$ cat src/rtl/core/apq_pkg.sv
// shared types, constants and microcode table for the array priority queue
package apq_pkg;

  localparam int unsigned DEPTH = 8;
  localparam int unsigned AW    = (DEPTH > 1) ? $clog2(DEPTH) : 1;
  localparam int unsigned CW    = $clog2(DEPTH + 1);
  localparam int unsigned UPC_W = 4;

  localparam logic CMD_INSERT = 1'b0;
  localparam logic CMD_REMOVE = 1'b1;

  localparam logic [1:0] ST_INSERTED = 2'd0;
  localparam logic [1:0] ST_REMOVED  = 2'd1;
  localparam logic [1:0] ST_FULL     = 2'd2;
  localparam logic [1:0] ST_EMPTY    = 2'd3;

  typedef struct packed {
    logic [7:0]  prio;
    logic [15:0] data;
  } entry_t;

  typedef enum logic [3:0] {
    OP_FETCH,
    OP_NOP,
    OP_INSERT,
    OP_RD_FIRST,
    OP_LOAD_BEST,
    OP_SCAN,
    OP_EMIT_REM,
    OP_SHIFT,
    OP_DEC,
    OP_EMIT_FULL,
    OP_EMIT_EMPTY
  } op_e;

  typedef enum logic [3:0] {
    C_NEVER,
    C_ALWAYS,
    C_NO_ITEM,
    C_REMOVE,
    C_FULL,
    C_EMPTY,
    C_SINGLE,
    C_SCAN_MORE,
    C_NO_SHIFT,
    C_SHIFT_MORE
  } cond_e;

  typedef struct packed {
    op_e              op;
    cond_e            cond;
    logic [UPC_W-1:0] target;
  } ctrl_t;

  typedef struct packed {
    logic in_fire;
    logic remove;
    logic full;
    logic empty;
    logic single;
    logic scan_more;
    logic no_shift;
    logic shift_more;
  } flags_t;

  // program addresses
  localparam logic [UPC_W-1:0] U_FETCH   = 4'd0;
  localparam logic [UPC_W-1:0] U_DECODE  = 4'd1;
  localparam logic [UPC_W-1:0] U_INS_CHK = 4'd2;
  localparam logic [UPC_W-1:0] U_INS_WR  = 4'd3;
  localparam logic [UPC_W-1:0] U_REM     = 4'd4;
  localparam logic [UPC_W-1:0] U_LOAD    = 4'd5;
  localparam logic [UPC_W-1:0] U_SCAN    = 4'd6;
  localparam logic [UPC_W-1:0] U_EMIT    = 4'd7;
  localparam logic [UPC_W-1:0] U_SHIFT   = 4'd8;
  localparam logic [UPC_W-1:0] U_DEC     = 4'd9;
  localparam logic [UPC_W-1:0] U_FULL    = 4'd10;
  localparam logic [UPC_W-1:0] U_EMPTY   = 4'd11;

  function automatic ctrl_t ucode(logic [UPC_W-1:0] addr);
    ctrl_t w;
    case (addr)
      U_FETCH:   w = '{op: OP_FETCH,      cond: C_NO_ITEM,    target: U_FETCH};
      U_DECODE:  w = '{op: OP_NOP,        cond: C_REMOVE,     target: U_REM};
      U_INS_CHK: w = '{op: OP_NOP,        cond: C_FULL,       target: U_FULL};
      U_INS_WR:  w = '{op: OP_INSERT,     cond: C_ALWAYS,     target: U_FETCH};
      U_REM:     w = '{op: OP_RD_FIRST,   cond: C_EMPTY,      target: U_EMPTY};
      U_LOAD:    w = '{op: OP_LOAD_BEST,  cond: C_SINGLE,     target: U_EMIT};
      U_SCAN:    w = '{op: OP_SCAN,       cond: C_SCAN_MORE,  target: U_SCAN};
      U_EMIT:    w = '{op: OP_EMIT_REM,   cond: C_NO_SHIFT,   target: U_DEC};
      U_SHIFT:   w = '{op: OP_SHIFT,      cond: C_SHIFT_MORE, target: U_SHIFT};
      U_DEC:     w = '{op: OP_DEC,        cond: C_ALWAYS,     target: U_FETCH};
      U_FULL:    w = '{op: OP_EMIT_FULL,  cond: C_ALWAYS,     target: U_FETCH};
      U_EMPTY:   w = '{op: OP_EMIT_EMPTY, cond: C_ALWAYS,     target: U_FETCH};
      default:   w = '{op: OP_NOP,        cond: C_ALWAYS,     target: U_FETCH};
    endcase
    return w;
  endfunction

endpackage

$ cat src/rtl/core/apq_if.sv
// request and response channel interfaces
interface apq_req_if;
  logic        valid;
  logic        ready;
  logic        command;
  logic [7:0]  priority_req;
  logic [15:0] payload;

  modport source (output valid, output command, output priority_req, output payload,
                  input ready);
  modport sink   (input valid, input command, input priority_req, input payload,
                  output ready);
endinterface

interface apq_rsp_if;
  logic        valid;
  logic        ready;
  logic [1:0]  status;
  logic [7:0]  out_priority;
  logic [15:0] out_payload;

  modport source (output valid, output status, output out_priority, output out_payload,
                  input ready);
  modport sink   (input valid, input status, input out_priority, input out_payload,
                  output ready);
endinterface

$ cat src/rtl/core/array_priority_queue.sv
// Priority queue of up to DEPTH (8) entries kept unsorted in a small memory. One item is
// handled at a time, under control of a microprogram. An insert is decoded, checked for a
// full store and written before the next item can be accepted. A remove of n stored
// entries reads entry 0, scans the others from newest to oldest keeping the strict minimum
// (the oldest entry wins a tie with it, otherwise the newest of the minima), then shifts
// later entries down one place each cycle; the entries are read one at a time through the
// single read port of the entry memory. Full and empty requests are reported without
// changing the store. The result waits in an output register; a new item is accepted once
// the previous result has been taken or is taken in the same cycle.
module array_priority_queue import apq_pkg::*; (
  input  logic     clk_i,
  input  logic     rst_ni,
  apq_req_if.sink  req_i,
  apq_rsp_if.source rsp_o
);

  op_e    op;
  flags_t flags;

  apq_seq u_seq (
    .clk_i   (clk_i),
    .rst_ni  (rst_ni),
    .flags_i (flags),
    .op_o    (op)
  );

  apq_dp u_dp (
    .clk_i          (clk_i),
    .rst_ni         (rst_ni),
    .op_i           (op),
    .flags_o        (flags),
    .in_valid_i     (req_i.valid),
    .in_ready_o     (req_i.ready),
    .command_i      (req_i.command),
    .priority_req_i (req_i.priority_req),
    .payload_i      (req_i.payload),
    .out_valid_o    (rsp_o.valid),
    .out_ready_i    (rsp_o.ready),
    .status_o       (rsp_o.status),
    .out_priority_o (rsp_o.out_priority),
    .out_payload_o  (rsp_o.out_payload)
  );

`ifndef SYNTHESIS
  // never take an item while an untaken result would be overwritten
  assert property (@(posedge clk_i) disable iff (!rst_ni)
    req_i.ready |-> (!rsp_o.valid || rsp_o.ready))
    else $error("item accepted while result pending");

  // one item at a time
  assert property (@(posedge clk_i) disable iff (!rst_ni)
    (req_i.valid && req_i.ready) |=> !req_i.ready)
    else $error("ready right after accept");

  // only a removal carries entry data
  assert property (@(posedge clk_i) disable iff (!rst_ni)
    (rsp_o.valid && rsp_o.status != ST_REMOVED) |->
      (rsp_o.out_priority == 8'd0 && rsp_o.out_payload == 16'd0))
    else $error("nonzero data on non-remove result");

  // the store never passes full
  assert property (@(posedge clk_i) disable iff (!rst_ni)
    flags.full |-> op != OP_INSERT)
    else $error("insert into full store");
`endif

endmodule

$ cat src/rtl/core/apq_seq.sv
// microprogram sequencer: step counter, control rom and jump logic
module apq_seq import apq_pkg::*; (
  input  logic   clk_i,
  input  logic   rst_ni,
  input  flags_t flags_i,
  output op_e    op_o
);

  logic [UPC_W-1:0] upc_q, upc_d;
  ctrl_t            cw;
  logic             take;

  assign cw   = ucode(upc_q);
  assign op_o = cw.op;

  always_comb begin
    case (cw.cond)
      C_NEVER:      take = 1'b0;
      C_ALWAYS:     take = 1'b1;
      C_NO_ITEM:    take = !flags_i.in_fire;
      C_REMOVE:     take = flags_i.remove;
      C_FULL:       take = flags_i.full;
      C_EMPTY:      take = flags_i.empty;
      C_SINGLE:     take = flags_i.single;
      C_SCAN_MORE:  take = flags_i.scan_more;
      C_NO_SHIFT:   take = flags_i.no_shift;
      C_SHIFT_MORE: take = flags_i.shift_more;
      default:      take = 1'b1;
    endcase
    upc_d = take ? cw.target : upc_q + UPC_W'(1);
  end

  always_ff @(posedge clk_i or negedge rst_ni) begin
    if (!rst_ni) begin
      upc_q <= U_FETCH;
    end else begin
      upc_q <= upc_d;
    end
  end

endmodule

$ cat src/rtl/core/apq_dp.sv
// datapath: entry store, scan and shift registers, item latch and result register
module apq_dp import apq_pkg::*; (
  input  logic        clk_i,
  input  logic        rst_ni,
  input  op_e         op_i,
  output flags_t      flags_o,
  input  logic        in_valid_i,
  output logic        in_ready_o,
  input  logic        command_i,
  input  logic [7:0]  priority_req_i,
  input  logic [15:0] payload_i,
  output logic        out_valid_o,
  input  logic        out_ready_i,
  output logic [1:0]  status_o,
  output logic [7:0]  out_priority_o,
  output logic [15:0] out_payload_o
);

  entry_t mem [DEPTH];

  logic          cmd_q;
  entry_t        new_q;
  logic [CW-1:0] count_q;
  logic [AW-1:0] rd_addr_q, rd_addr_d;
  entry_t        rd_data_q;
  logic [AW-1:0] best_addr_q;
  entry_t        best_q;
  logic          out_valid_q;
  logic [1:0]    status_q;
  entry_t        out_q;
  logic          in_fire;
  logic [AW-1:0] last_addr;

  assign in_ready_o = (op_i == OP_FETCH) && (!out_valid_q || out_ready_i);
  assign in_fire    = in_valid_i && in_ready_o;
  assign last_addr  = AW'(count_q - CW'(1));

  assign flags_o.in_fire    = in_fire;
  assign flags_o.remove     = (cmd_q == CMD_REMOVE);
  assign flags_o.full       = (count_q == CW'(DEPTH));
  assign flags_o.empty      = (count_q == '0);
  assign flags_o.single     = (count_q == CW'(1));
  assign flags_o.scan_more  = (rd_addr_q != AW'(1));
  assign flags_o.no_shift   = ((CW'(best_addr_q) + CW'(1)) == count_q);
  assign flags_o.shift_more = ((CW'(rd_addr_q) + CW'(1)) < count_q);

  always_comb begin
    case (op_i)
      OP_RD_FIRST:  rd_addr_d = '0;
      OP_LOAD_BEST: rd_addr_d = last_addr;
      OP_SCAN:      rd_addr_d = rd_addr_q - AW'(1);
      OP_EMIT_REM:  rd_addr_d = best_addr_q + AW'(1);
      OP_SHIFT:     rd_addr_d = rd_addr_q + AW'(1);
      default:      rd_addr_d = rd_addr_q;
    endcase
  end

  // entry store, registered read
  always_ff @(posedge clk_i) begin
    if (op_i == OP_INSERT) begin
      mem[count_q[AW-1:0]] <= new_q;
    end else if (op_i == OP_SHIFT) begin
      mem[rd_addr_q - AW'(1)] <= rd_data_q;
    end
    rd_data_q <= mem[rd_addr_d];
  end

  // payload registers
  always_ff @(posedge clk_i) begin
    rd_addr_q <= rd_addr_d;
    if (in_fire) begin
      cmd_q      <= command_i;
      new_q.prio <= priority_req_i;
      new_q.data <= payload_i;
    end
    if (op_i == OP_LOAD_BEST) begin
      best_q      <= rd_data_q;
      best_addr_q <= '0;
    end else if (op_i == OP_SCAN && rd_data_q.prio < best_q.prio) begin
      best_q      <= rd_data_q;
      best_addr_q <= rd_addr_q;
    end
    case (op_i)
      OP_INSERT: begin
        status_q <= ST_INSERTED;
        out_q    <= '0;
      end
      OP_EMIT_REM: begin
        status_q <= ST_REMOVED;
        out_q    <= best_q;
      end
      OP_EMIT_FULL: begin
        status_q <= ST_FULL;
        out_q    <= '0;
      end
      OP_EMIT_EMPTY: begin
        status_q <= ST_EMPTY;
        out_q    <= '0;
      end
      default: begin
        status_q <= status_q;
        out_q    <= out_q;
      end
    endcase
  end

  always_ff @(posedge clk_i or negedge rst_ni) begin
    if (!rst_ni) begin
      count_q     <= '0;
      out_valid_q <= 1'b0;
    end else begin
      if (op_i == OP_INSERT) begin
        count_q <= count_q + CW'(1);
      end else if (op_i == OP_DEC) begin
        count_q <= count_q - CW'(1);
      end
      if (op_i == OP_INSERT || op_i == OP_EMIT_REM || op_i == OP_EMIT_FULL ||
          op_i == OP_EMIT_EMPTY) begin
        out_valid_q <= 1'b1;
      end else if (out_ready_i) begin
        out_valid_q <= 1'b0;
      end
    end
  end

  assign out_valid_o    = out_valid_q;
  assign status_o       = status_q;
  assign out_priority_o = out_q.prio;
  assign out_payload_o  = out_q.data;

endmodule

$ cat src/flat_wrapper.sv
// flat-port wrapper written by rule: the top's interface ports become plain ports
module array_priority_queue_flat import apq_pkg::*;
  (clk_i, rst_ni, req_i_valid, req_i_command, req_i_priority_req, req_i_payload, req_i_ready, rsp_o_valid, rsp_o_status, rsp_o_out_priority, rsp_o_out_payload, rsp_o_ready);
  apq_req_if req_i_i ();
  apq_rsp_if rsp_o_i ();
  input  logic clk_i;
  input  logic rst_ni;
  input wire logic [$bits(req_i_i.valid)-1:0] req_i_valid;
  input wire logic [$bits(req_i_i.command)-1:0] req_i_command;
  input wire logic [$bits(req_i_i.priority_req)-1:0] req_i_priority_req;
  input wire logic [$bits(req_i_i.payload)-1:0] req_i_payload;
  output wire logic [$bits(req_i_i.ready)-1:0] req_i_ready;
  output wire logic [$bits(rsp_o_i.valid)-1:0] rsp_o_valid;
  output wire logic [$bits(rsp_o_i.status)-1:0] rsp_o_status;
  output wire logic [$bits(rsp_o_i.out_priority)-1:0] rsp_o_out_priority;
  output wire logic [$bits(rsp_o_i.out_payload)-1:0] rsp_o_out_payload;
  input wire logic [$bits(rsp_o_i.ready)-1:0] rsp_o_ready;
  assign req_i_i.valid = req_i_valid;
  assign req_i_i.command = req_i_command;
  assign req_i_i.priority_req = req_i_priority_req;
  assign req_i_i.payload = req_i_payload;
  assign req_i_ready = req_i_i.ready;
  assign rsp_o_valid = rsp_o_i.valid;
  assign rsp_o_status = rsp_o_i.status;
  assign rsp_o_out_priority = rsp_o_i.out_priority;
  assign rsp_o_out_payload = rsp_o_i.out_payload;
  assign rsp_o_i.ready = rsp_o_ready;
  array_priority_queue u_core (.clk_i(clk_i), .rst_ni(rst_ni), .req_i(req_i_i), .rsp_o(rsp_o_i));
endmodule
$ cat config.mk
export PLATFORM = sky130hd
export DESIGN_NAME = array_priority_queue_flat
export DESIGN_NICKNAME = d
export VERILOG_FILES = /design/src/rtl/core/apq_pkg.sv /design/src/rtl/core/apq_if.sv /design/src/rtl/core/array_priority_queue.sv /design/src/rtl/core/apq_seq.sv /design/src/rtl/core/apq_dp.sv /design/src/flat_wrapper.sv
export SDC_FILE = /design/constraint.sdc
export NUM_CORES = 1
export LEC_CHECK = 0
export BUFFER_PORTS_ARGS = -buffer_cell sky130_fd_sc_hd__buf_4
export CORE_MARGIN = 10
export CORE_UTILIZATION = 55
export CTS_CLUSTER_DIAMETER = 120
export CTS_CLUSTER_SIZE = 25
export DETAILED_ROUTE_END_ITERATION = 10
export GPL_TIMING_DRIVEN = 0
export PLACE_DENSITY = 0.8
export SETUP_SLACK_MARGIN = 0.4
export SYNTH_ARGS = -nofsm -noshare
export SYNTH_HDL_FRONTEND = slang
export SYNTH_SLANG_ARGS = --single-unit
$ cat constraint.sdc
create_clock -name clk_i -period 6.76 [get_ports clk_i]
set_input_delay 1.352 -clock clk_i [delete_from_list [all_inputs] [get_ports clk_i]]
set_output_delay 1.352 -clock clk_i [all_outputs]
set_load 0.02 [all_outputs]
* Word-level counts from Yosys, hierarchy flattened *
Memory sizes are Yosys's and may differ from the RTL's. A register that Yosys moved wholly into a read port is not among the register bits.
Index checks and enable logic that the tools add are counted.

operators by class
  $add $sub $neg = 8
  $lt $le $gt $ge = 2
  equal/unequal tests = 21
  multiplexer cells = 19
  reductions and logical operators = 19

operators with widths
  operator               number
  $mux W24               3
  $pmux W24 S2           1
  $eq A4 B3 Y1 const B   8
  $eq A4 B4 Y1 const B   6
  $reduce_or A24 Y1      1
  $eq A4 B2 Y1 const B   4
  $pmux W3 S5            1
  $logic_not A4 Y1       3
  $mux W4                3
  $pmux W1 S9            1
  $add A3 B1 Y4 const B  2
  $add A4 B1 Y4 const B  2
  $lt A8 B8 Y1           1
  $mux W1                8
  $pmux W2 S4            1
  $reduce_bool A2 Y1     4
  $add A3 B1 Y3 const B  2
  $eq A4 B1 Y1 const B   1
  $eq A4 B4 Y1           1
  $logic_or A1 B1 Y1     4
  $lt A4 B4 Y1           1
  $reduce_bool A4 Y1     1
  $sub A4 B1 Y4 const B  1
  $logic_and A1 B1 Y1    3
  5 further kinds        6

storage, ports and cells
  register bits after elaboration = 90
  bits in writable memories = 192
  bits in read-only memories = 192
  input port bits = 29
  output and inout bits = 28
  logic and storage cells = 84
  memories kept = 2

memories
  name              words  width  read ports  clocked after memory_dff  write ports  RTL line       text
  (name not given)  16     12     1           0                         0            apq_pkg.sv:82  case (addr)
  u_core.u_dp.mem   8      24     1           1                         1            apq_dp.sv:19   entry_t mem [DEPTH];

* Longest topological paths before layout *
  depth after elaboration = 7
  depth in mapped cells = 17
  gate-level depth less buffers = 12

* Hierarchy *
A second synthesis with hierarchy kept.

unflattened totals
  cell total of the unflattened synthesis = 749
  area total of the unflattened synthesis = 12517.0 um^2

by module, submodules not included
  module   times used  cells each  area each (um^2)  sequential area each (um^2)
  apq_dp   1           680         11951.5           8753.4
  apq_seq  1           69          565.5             100.1

* Worst setup path after synthesis *
Ideal clock, no wire load.

  path type = register to register
  start = register u_core.u_seq.upc_q[0]
  end = memory u_core.u_dp.mem[2][0] (netlist bit) (enable)
  library setup time = 0.435 ns
  arrival = 4.206 ns
  data required time = 6.325 ns
  setup slack = 2.119 ns
  cell stages (with the launch flop) = 10
  path buffers = 2
  clock period less this slack = 4.641 ns
  cells stage by stage = dfrtp_1 > inv_1 > ha_1 > clkbuf_1 > nor3b_1 > a31oi_1 > nor3_1 > clkbuf_1 > a21oi_1 > nor3_1

between the ends
  word-level cells in the longest chain between the ends = 7
  elaborated cells on any way between the ends = 11
  classes of those cells = 2 x eq/ne; 7 x mux; 1 x reduce/logical; 1 x memory

ends and longest elaborated chain
  what                                                        RTL line       text
  start, declared                                             apq_seq.sv:9   logic [UPC_W-1:0] upc_q, upc_d;
  start signal, assigned                                      apq_seq.sv:37  upc_q <= upc_d;
  $mem_v2 Z16 W12 (*)                                         --
  $eq A4 B3 Y1                                                apq_dp.sv:62   end else if (op_i == OP_SHIFT) begin
  $mux W1                                                     apq_dp.sv:62
  $mux W1                                                     apq_dp.sv:60   if (op_i == OP_INSERT) begin
  $mux W1 (not written as such)                               apq_dp.sv:63   mem[rd_addr_q - AW'(1)] <= rd_data_q;
  $reduce_or A24 Y1 (no source line)                          --
  $mux W3 (no source line) / $mux W1 (equally long branches)  --
  end, declared                                               apq_dp.sv:19

Every way passes the cells marked *; elsewhere a longest branch is shown, timed or not.

* Worst setup path after layout *
  start = register u_core.u_seq.upc_q[0]
  end = register, netlist name u_core.u_dp.rd_data_q[2]

between the ends
  word-level cells in the longest chain between the ends = 3
  elaborated cells on any way between the ends = 7
  classes of those cells = 5 x eq/ne; 1 x mux; 1 x memory

ends and longest elaborated chain
  what                                                 RTL line      text
  $mem_v2 Z16 W12 (*)                                  --
  $eq A4 B3 Y1 / $eq A4 B2 Y1 (equally long branches)  apq_dp.sv:48  case (op_i)
  $pmux W3 S5 (*)                                      apq_dp.sv:48

Marked as above.
A chain may end at the register's enable or synchronous reset.

==> impl_metrics.csv <==
group,metric,value,unit
outcome,status,"completed",
synthesis,synth-edff-count,267,
synthesis,synth_compound_area_share,4.08,%
routing,drtIter0Drc,633,
timing,finClkSkew,21.9,ps
synthesis,syn_avg_cell_area,18.2,um^2
global_route,grt_pass1_wl,39000,um
clock_tree,clk_latency,510,ps
place,pre_cts_ws,738,ps
synthesis,ys_ff_latch,306,
timing,slew_headroom,31.0,%
timing,finalHoldViolCount,0,
timing,setup_viol,0,
synthesis,synth_mux_area_share,13.8,%
routing,viasPerCell,6.01,
setup_path,cp_max_fo,10,
timing,finalCritPeriodShare,86.6,%
global_route,grt_pass1_vias,6742,
clock_tree,cts-resized-gates,0,
place,place_congestion,0.859,
global_route,grt-ovfl-total,0,
global_route,track_usage,17.4,%
setup_path,crit_path_end_kind,"register",
power_and_ir_drop,pwr-share-comb,41.6,%
synthesis,synth_top_family_by_area,"multiplexers",
synthesis,syn_area,12300,um^2
clock_tree,cts_tree,"built",
cells_and_area,final_layout_size_suffix_gt1_share,29.7,%
global_route,grt_max_degree,27,
synthesis,ys_seq_area_share,71.7,%
routing,ant_nets,0,
cells_and_area,register_area,8840,um^2
power_and_ir_drop,power.switching,0.00235,W
die,core_area,22000,um^2
power_and_ir_drop,clkPwrFrac,15.3,%
die,die_w,170,um
power_and_ir_drop,swShare,34.6,%
cells_and_area,nNetsFinal,827,
power_and_ir_drop,seq_power_share,43.1,%
power_and_ir_drop,peakVddDrop,283,uV
synthesis,async_reset_ff_share,2.94,%
synthesis,synth_cell_types,68,
worst_hold_path,hold_path.class,"register to register",
clock_tree,postCtsSetupRepairBufs,0,
die,initial_core_util,56.1,%
power_and_ir_drop,intPower,0.00444,W
timing,finalSetupTns,0,ps
synthesis,yosys_most_used_dff,"edfxtp_1",
cells_and_area,final_area,13900,um^2
routing,wl,25000,um
clock_tree,cts-root-buf,"clkbuf_16",
timing,period_minus_slack,5850,ps
timing,fmax,171,MHz
synthesis,syn_nets,733,
clock_tree,htreeDepth,1,
place,post_dp_cell_area,13400,um^2
timing,worst_pin_slew,1030,ps
clock_tree,cts_buffer_depth,3,
synthesis,yosys.area_share.adder,2.64,%
synthesis,synth-warning-count,0,
clock_tree,holdBufCountCts,0,
cells_and_area,final_cells,1062,
timing,rsz0062_at_grt,"no",
routing,vias,6384,
cells_and_area,diodes,0,
die,die_y,170,um
timing,fin_ws,909,ps
synthesis,yosys.area_share.simple,5.21,%
die,rows,54,
routing,first_pass_iters,5,
power_and_ir_drop,p_per_area,489,nW/um^2
routing,post_drt_wl_per_cell,23.6,um
global_route,antenna_found_initial,0,
place,dp_hpwl,17100,um
synthesis,synthCells,678,
cells_and_area,multi_input_area,3310,um^2
die,dieArea,28800,um^2
cells_and_area,nFillCells,1442,
setup_path,crit_type,"register to register",
flow_run,maxCapViolations,0,
die,io_pins,57,
timing,slew_viol_final,0,
cells_and_area,syn2layout_area_growth,12.6,%
place,numPortBuffers,56,
power_and_ir_drop,p_leak,4.80,nW
clock_tree,clk_pin_slew,100,ps
setup_path,worst_ep_required_time,7150,ps
clock_tree,clock-sinks,306,
clock_tree,cts_buffers,16,
routing,drc,0,
setup_path,arrival,6240,ps
setup_path,cp-start-kind,"register",
place,placedCellCount,1034,
synthesis,synth_xor_area_share,0.639,%
## cells by family (layout without fill, tap and decap cells)
kind of cell / after synthesis / in the layout
buffers and inverters: 48 / 152
muxes: 104 / 104
and+or+nand+nor: 118 / 118
DFF: 306 / 306
AOI/OAI and AO/OA: 67 / 67
adders and majority gates: 26 / 26
xor gates and xnor gates: 9 / 9
## cell type report
type | count | area share, %
buffer | 31 | 1.24
clock buffer | 26 | 3.16
clock inverter | 2 | 0.261
inverter | 17 | 0.460
multi-input combinational | 324 | 23.8
sequential | 306 | 63.7
tap | 280 | 2.52
timing repair buffer | 76 | 4.82
## critical path: stages, from the launching register on
cell             delay, ps
dfrtp_1                600
inv_1                  200
ha_1                   240
clkbuf_1               200
nor3b_1                530
a31oi_1                210
nor3_2                 420
clkdlybuf4s15_1        670
mux2_2                 410
ha_1                   300
a32oi_1                160
o21ai_1                 90
mux2i_1                340
clkbuf_1               640
mux4_2                 420
mux2_2                 280
## metal layers
layer	GRT usage [%]	share of wire, %	up-vias
met2	29.6	50	213
met1	23.1	42	3288
li1	-	-	2854
met3	3.07	6.2	29
met5	0	0	-
met4	3.82	1.7	0
## worst paths after layout
| check | start | end | slack, ps | cells after the start |
|---|---|---|---|---|
| worst max-delay path | u_core.u_seq.upc_q[0] | u_core.u_dp.rd_data_q[2] | 910 | 15 |
| min in group asynchronous | rst_ni | u_core.u_seq.upc_q[1] | 660 | 1 |
| worst min register to register | u_core.u_dp.rd_data_q[4] | u_core.u_dp.best_q[4] | 430 | 0 |
| worst min-delay path | u_core.u_dp.rd_data_q[4] | u_core.u_dp.best_q[4] | 430 | 0 |
| max in group asynchronous | rst_ni | u_core.u_dp.count_q[2] | 5960 | 1 |
| worst max register to register | u_core.u_seq.upc_q[0] | u_core.u_dp.rd_data_q[2] | 910 | 15 |
## stage by stage
| stage | hold WS [ps] | power, W | utilization (%) |
|---|---|---|---|
| after CTS | 432 | 0.00681 | 63.1 |
| after floorplan | 403 | 0.00487 | - |
| after global routing | 448 | 0.00715 | 63.2 |
| final | 434 | 0.00679 | 63.2 |
| after detailed placement | 413 | 0.00578 | 61.0 |
| after global placement | 404 | 0.00556 | 59.6 |
## registers in the layout, indices dropped and copies added, names as in the netlist
signal and cells:
u_core.u_dp.best_addr_q 3, u_core.u_dp.mem 192, u_core.u_dp.status_o 2, u_core.u_seq.upc_q 4, u_core.u_dp.rd_addr_q 3, u_core.u_dp.rd_data_q 24, u_core.u_dp.new_q 24, u_core.u_dp.out_valid_o 1
u_core.u_dp.count_q 4, u_core.u_dp.best_q 24, u_core.u_dp.out_payload_o 16, u_core.u_dp.cmd_q 1, u_core.u_dp.out_priority_o 8
## power groups by stage
stage               sequential, W  clock [W]  combinational [W]
global placement          0.00296          0            0.00260
detailed placement        0.00297          0            0.00282
floorplan                 0.00301          0            0.00186
CTS                       0.00293    0.00105            0.00284
finish                    0.00293    0.00104            0.00283
global route              0.00297    0.00111            0.00307
## Yosys cell counts, drive strengths merged (10+ instances only)
library cell | count | area (um^2)
a21oi | 10 | 53.8
and2 | 20 | 125
buf | 16 | 109
clkbuf | 15 | 57.6
dfxtp | 30 | 601
edfxtp | 267 | 8020
ha | 26 | 325
inv | 17 | 63.8
mux2 | 50 | 563
mux4 | 48 | 1080
nand2 | 14 | 52.6
nor2 | 24 | 92.6
nor3 | 19 | 95.1
o21ai | 11 | 55.1
## cells in the final DEF (no fill, tap or decap), drive strengths merged, types with 4 or more instances in the layout
master    n
edfxtp  267
buf      92
mux2     50
mux4     48
clkbuf   40
dfxtp    30
ha       26
nor2     24
and2     20
nor3     19
inv      18
nand2    14
o21ai    11
a21oi    10
a21o      9
dfrtp     9
nor2b     8
nand3     7
mux2i     6
nand2b    5
xnor2     5
xor2      4
a31oi     4
or2       4
Note: power is estimated with default switching activity, not from simulation.
